`src/rtl/ikhm_pkg.sv`:
```
`timescale 1ns / 1ps
package ikhm_pkg;
  localparam logic [63:0] MIX_MUL_A = 64'hbf58476d1ce4e5b9;
  localparam logic [63:0] MIX_MUL_B = 64'h94d049bb133111eb;
  localparam int MIX_SHIFT_A = 30;
  localparam int MIX_SHIFT_B = 27;
  localparam int MIX_SHIFT_C = 31;

  localparam logic CMD_PUT = 1'b0;
  localparam logic CMD_GET = 1'b1;

  localparam logic [1:0] ST_OK       = 2'd0;
  localparam logic [1:0] ST_NOTFOUND = 2'd1;
  localparam logic [1:0] ST_FULL     = 2'd2;

  typedef enum logic [3:0] {
    S_CLEAR, S_IDLE, S_MIX1, S_MIX2, S_MIX3, S_MIX4, S_MIX5,
    S_READ, S_CHECK, S_OUT
  } ikhm_state_t;

  // Controller to datapath.
  typedef struct packed {
    logic clr_step;    // clear one occupancy row and advance
    logic load;        // capture the input beat
    logic mix_step;    // advance the hash pipeline by one step
    logic rd_issue;    // issue a table read at the probe slot
    logic probe_next;  // advance probe slot
    logic finish;      // commit the result and update store and cache
    logic out_pop;     // result beat taken
  } ikhm_cmd_t;

  // Datapath to controller.
  typedef struct packed {
    logic clr_done;
    logic cache_hit;   // get answered by the cache
    logic slot_free;   // probed slot is empty
    logic key_match;   // probed slot holds the key
    logic wrapped;     // probe visited every slot
  } ikhm_stat_t;
endpackage

```
`src/rtl/ikhm_ctrl.sv`:
```
`timescale 1ns / 1ps
module ikhm_ctrl
  import ikhm_pkg::*;
(
  input  logic       clk,
  input  logic       rst_n,
  input  logic       in_valid,
  output logic       in_ready,
  input  logic       out_valid,
  input  logic       out_ready,
  input  ikhm_stat_t stat,
  output ikhm_cmd_t  cmd
);
  ikhm_state_t state_r, state_nxt;

  always_ff @(posedge clk) begin
    if (!rst_n) state_r <= S_CLEAR;
    else        state_r <= state_nxt;
  end

  always_comb begin
    state_nxt = state_r;
    case (state_r)
      S_CLEAR: if (stat.clr_done) state_nxt = S_IDLE;
      S_IDLE:  if (in_valid && (!out_valid || out_ready)) state_nxt = S_MIX1;
      S_MIX1:  state_nxt = stat.cache_hit ? S_OUT : S_MIX2;
      S_MIX2:  state_nxt = S_MIX3;
      S_MIX3:  state_nxt = S_MIX4;
      S_MIX4:  state_nxt = S_MIX5;
      S_MIX5:  state_nxt = S_READ;
      S_READ:  state_nxt = S_CHECK;
      S_CHECK: if (stat.slot_free || stat.key_match || stat.wrapped) state_nxt = S_OUT;
               else state_nxt = S_READ;
      S_OUT:   state_nxt = S_IDLE;
      default: state_nxt = S_CLEAR;
    endcase
  end

  always_comb begin
    cmd = '0;
    in_ready = 1'b0;
    cmd.out_pop = out_valid && out_ready;
    case (state_r)
      S_CLEAR: cmd.clr_step = !stat.clr_done;
      S_IDLE: begin
        in_ready = !out_valid || out_ready;
        cmd.load = in_valid && in_ready;
      end
      S_MIX1, S_MIX2, S_MIX3, S_MIX4: cmd.mix_step = !(state_r == S_MIX1 && stat.cache_hit);
      S_MIX5:  cmd.mix_step = 1'b1;
      S_READ:  cmd.rd_issue = 1'b1;
      S_CHECK: cmd.probe_next = !(stat.slot_free || stat.key_match || stat.wrapped);
      S_OUT:   cmd.finish = 1'b1;
      default: cmd = '0;
    endcase
  end
endmodule

```
`config.mk`:
```
export PLATFORM = sky130hd
export DESIGN_NAME = ikhm_ctrl
export DESIGN_NICKNAME = d
export VERILOG_FILES = /design/src/rtl/ikhm_pkg.sv /design/src/rtl/ikhm_ctrl.sv
export SDC_FILE = /design/constraint.sdc
export NUM_CORES = 1
export LEC_CHECK = 0
export BUFFER_PORTS_ARGS = -buffer_cell sky130_fd_sc_hd__buf_2
export CORE_AREA = 10 10 47 49
export CTS_BUF_LIST = sky130_fd_sc_hd__clkbuf_8
export DETAILED_ROUTE_END_ITERATION = 6
export DIE_AREA = 0 0 57 59
export PLACE_DENSITY = 0.62
export SETUP_SLACK_MARGIN = 0.4
export SYNTH_ARGS = -nofsm -noshare
export SYNTH_HDL_FRONTEND = slang
export SYNTH_SLANG_ARGS = --single-unit
```
`constraint.sdc`:
```
create_clock -name clk -period 1.1 [get_ports clk]
set_input_delay 0.11 -clock clk [delete_from_list [all_inputs] [get_ports clk]]
set_output_delay 0.11 -clock clk [all_outputs]
set_load 0.01 [all_outputs]
```
### Word-level counts from Yosys, hierarchy flattened

Cells that the tools add are included.

* latch bits: 0
* input port bits: 10
* output and inout port bits: 8
* word-level logic and storage cells: 39
* memories: 0
* RAM bits: 0
* memory bits (read-only): 0
* bits in registers: 4

* reductions and logical operators: 14
* div/mod/pow operators: 0
* multiply operators: 0
* shift-type cells: 0
* equal/unequal tests: 11
* mux-type cells: 13
* add/sub/neg operators: 0
* magnitude comparators: 0
* bitwise logic cells: 0

Operators with widths (number)
* $pmux W4 S10: 1
* $eq A4 B3 Y1 const B: 4
* $mux W4: 4
* $reduce_or A10 Y1: 1
* $eq A4 B2 Y1 const B: 2
* $eq A4 B4 Y1 const B: 2
* $mux W1: 7
* $eq A4 B1 Y1 const B: 1
* $logic_not A1 Y1: 4
* $logic_not A4 Y1: 1
* $ne A2 B2 Y1 const B: 2
* $reduce_or A4 Y1: 1
* $logic_and A1 B1 Y1: 3
* $logic_or A1 B1 Y1: 3
* $pmux W1 S2: 1
* $reduce_and A2 Y1: 1

### Logic depth before layout (Yosys ltp)

* word-level depth: 5
* depth in mapped cells: 5
* depth with buffers taken out: 4

### Worst setup path after synthesis

Ideal clock, no wire load.

* kind: register -> output
* from: register state_r[2]
* to: output cmd[6] (netlist bit)
* arrival: 1.036 ns
* data required time: 0.990 ns
* stages on the path, launching flop included: 4
* setup slack: -0.046 ns
* path buffers: 1
* cell sequence: dfxtp_1 > buf_4 > or2_1 > nor4_1

RTL lines
* start, declared: line ikhm_ctrl.sv:14 `ikhm_state_t state_r, state_nxt;`
* start signal, assigned: line ikhm_ctrl.sv:18 `else state_r <= state_nxt;`
* end, declared: line ikhm_ctrl.sv:12 `output ikhm_cmd_t cmd`

==> metrics.yaml <==
outcome: "complete, but fails checks"
violations: "setup timing"
period_share_pct: 118
synthAdderAreaFrac_pct: 0
synth_seq_cells: 4
final_common_cell: "buf_2"
top_register: "state_r"
setup_tns_ns: -0.912
endpoint_kind: "primary output"
cpPeakStageDelay_ns: 0.34
synth_top_family_by_area: "simple AND/OR/NAND/NOR gates"
synth_mux_area_share_pct: 2.85
use_met3_pct: 4.51
fin_nets: 87
totalWireLength_um: 1270
fmaxAchievable_mhz: 768
gp_congestion: 0.829
grt_pass1_vias: 449
htreeDepth: 1
cts_sinks: 4
syn-num-nets: 53
slew_violations: 0
cts_root_buf: "clkbuf_8"
path_class: "flip-flop to primary output"
fin_crit_ns: 1.30
yosysSeqAreaShare_pct: 22.8
grt_antenna_before_repair: 0
worstMarginPinSlew_ns: 0.228
rows: 14
grt_use_total_pct: 7.79
p_per_area_nw_per_um2: 1200
finalHoldViolCount: 0
leakage_nw: 0.335
slew_headroom_pct: 84.7
whs_ns: 0.162
synthesis.area_um2: 352
io_buffers: 17
clk_pin_slew_worst_paths_ns: 0.03
vias: 425
post_synth_num_cell_types: 30
path_buf_inv: 1
stdcell_area_um2: 701
synth_area_leaders: "dfxtp_1, nand2b_1, o32ai_2, a21oi_1, nand2_1"
n_fill_cell: 137
antenna_left: 0
postSynthCellCount: 43
top_regs: "state_r (4)"
crit_arrival_ns: 1.19
critical_path_required_ns: 0.99
cp_top_family: "simple AND/OR/NAND/NOR gates"
start_util_pct: 25.1
io_pins: 18
place_area_um2: 546
min_path_type: "input port to flip-flop"
coreArea_um2: 1400
largest_reg_flops: 4
dieHeight_um: 59
use_met1_pct: 8.23
dieWidth_um: 57
grt_overflow: 0
setup_slack_ns: -0.203
syn_to_final_growth_pct: 99.3
use_met2_pct: 10.7
clkLatencyLatePin_ns: 0.22
path_max_fanout: 5
synth_top_area_cell: "dfxtp_1"
hpwl_um: 862
diodes: 0
cts_buffers: 3
synth_top_area_share_pct: 22.8
maxCapViolCount: 0
dieArea_um2: 3360
syn_avg_cell_area_um2: 8.18
path_cells: "or2_4 > nor4b_4 > buf_2"
dr.pass1.iters: 4
synth-compound-area-share_pct: 23.8
rsz0062_at_grt: "true"
finClkSkew_ns: 0.000229
grt_busiest_layer: "met2"
yosys_warnings: 0
clockBufferDepth: 2
dr.first_iter.drc_count: 1
drive_above_1_share_pct: 73.3
yosys.area_share.simple_pct: 43.1
slowest_stage: "dfxtp_2"
mostFrequentLayoutCells: "buf_2, buf_4, buf_6"
ir_drop_mv: 0.896
setup_viol: 10
via_per_inst: 4.67
synth_xor_area_share_pct: 2.49
cts_tree: "yes"
drc: 0
wl_per_cell_um: 13.9
grt_max_degree: 8
grt_pass1_wl_um: 2030
critPathLaunchType: "flip-flop"
==> area by class of cell <==
cell class                      count  area, um^2  area share (%)
Multi-Input combinational cell     36         320            45.7
Timing Repair Buffer               32         229            32.7
Sequential cell                     4        90.1            12.9
Clock buffer                        3        41.3            5.89
Tap cell                           16        20.0            2.86
==> power by group <==
group	switching [mW]	internal, mW
clock network	0.0717	0.233
registers	0.0249	0.164
logic	0.156	0.195
==> synth_stat cells <==
cell type	count
a21oi_1	3
or2_1	1
xor2_1	1
mux2i_1	1
nand3_2	1
nand2_2	1
nor2_4	1
nor3_2	1
o31ai_1	1
and2_1	1
o21ai_1	1
buf_4	1
nor4b_2	1
o21a_1	1
buf_2	2
nor4_1	1
nand2_1	4
a21boi_1	1
nand2b_1	3
a31oi_1	1
nor2_1	2
nor2_2	1
dfxtp_1	4
and4b_1	1
o32ai_2	1
a311oi_1	1
nor3_1	2
and3_1	1
o211a_1	1
nor2b_1	1
==> cells by family after synthesis <==
family                 after synthesis
XOR/XNOR                             1
AO/OA/AOI/OAI                       11
multiplexers                         1
flip-flops                           4
AND/OR/NAND/NOR                     23
buffers and inverters                3
==> worst register-to-register path: cells and delay by family (launching register included) <==
family	cells	cell delay, ns
flops	1	0.36
simple gates	2	0.26
compound gates	2	0.26
buf+inv	1	0.14
==> stage by stage <==
stage,utilization [%],power [mW],setup slack (ns),cells
2_1_floorplan,-,0.367,0.0709,43
3_3_place_gp,38.9,0.464,-0.00720,82
3_5_place_dp,38.9,0.466,-0.0339,82
4_1_cts,48.1,0.825,-0.208,90
5_1_grt,50.0,0.901,-0.268,91
6_report,50.0,0.844,-0.203,91
==> timing repair <==
item,CTS,global route
endpoints found under the setup margin,12,12
pin swaps,5,4
hold buffers,0,0
gates resized for setup,12,5
setup buffers,5,1
==> routing by layer <==
layer	wire length, um	share of wire, %
met5	0	0
met4	42	3.3
met3	144	11
met2	592	47
met1	489	39
==> final timing paths <==
check | from | end | slack [ns] | cells past startpoint
setup / recovery | state_r[1] | cmd[5] | -0.20 | 3
hold / removal | rst_n | state_r[2] | 0.16 | 2
setup reg to reg | state_r[2] | state_r[0] | -0.05 | 5
hold reg to reg | state_r[3] | state_r[0] | 0.64 | 3
(Power assumes the default switching activity.)
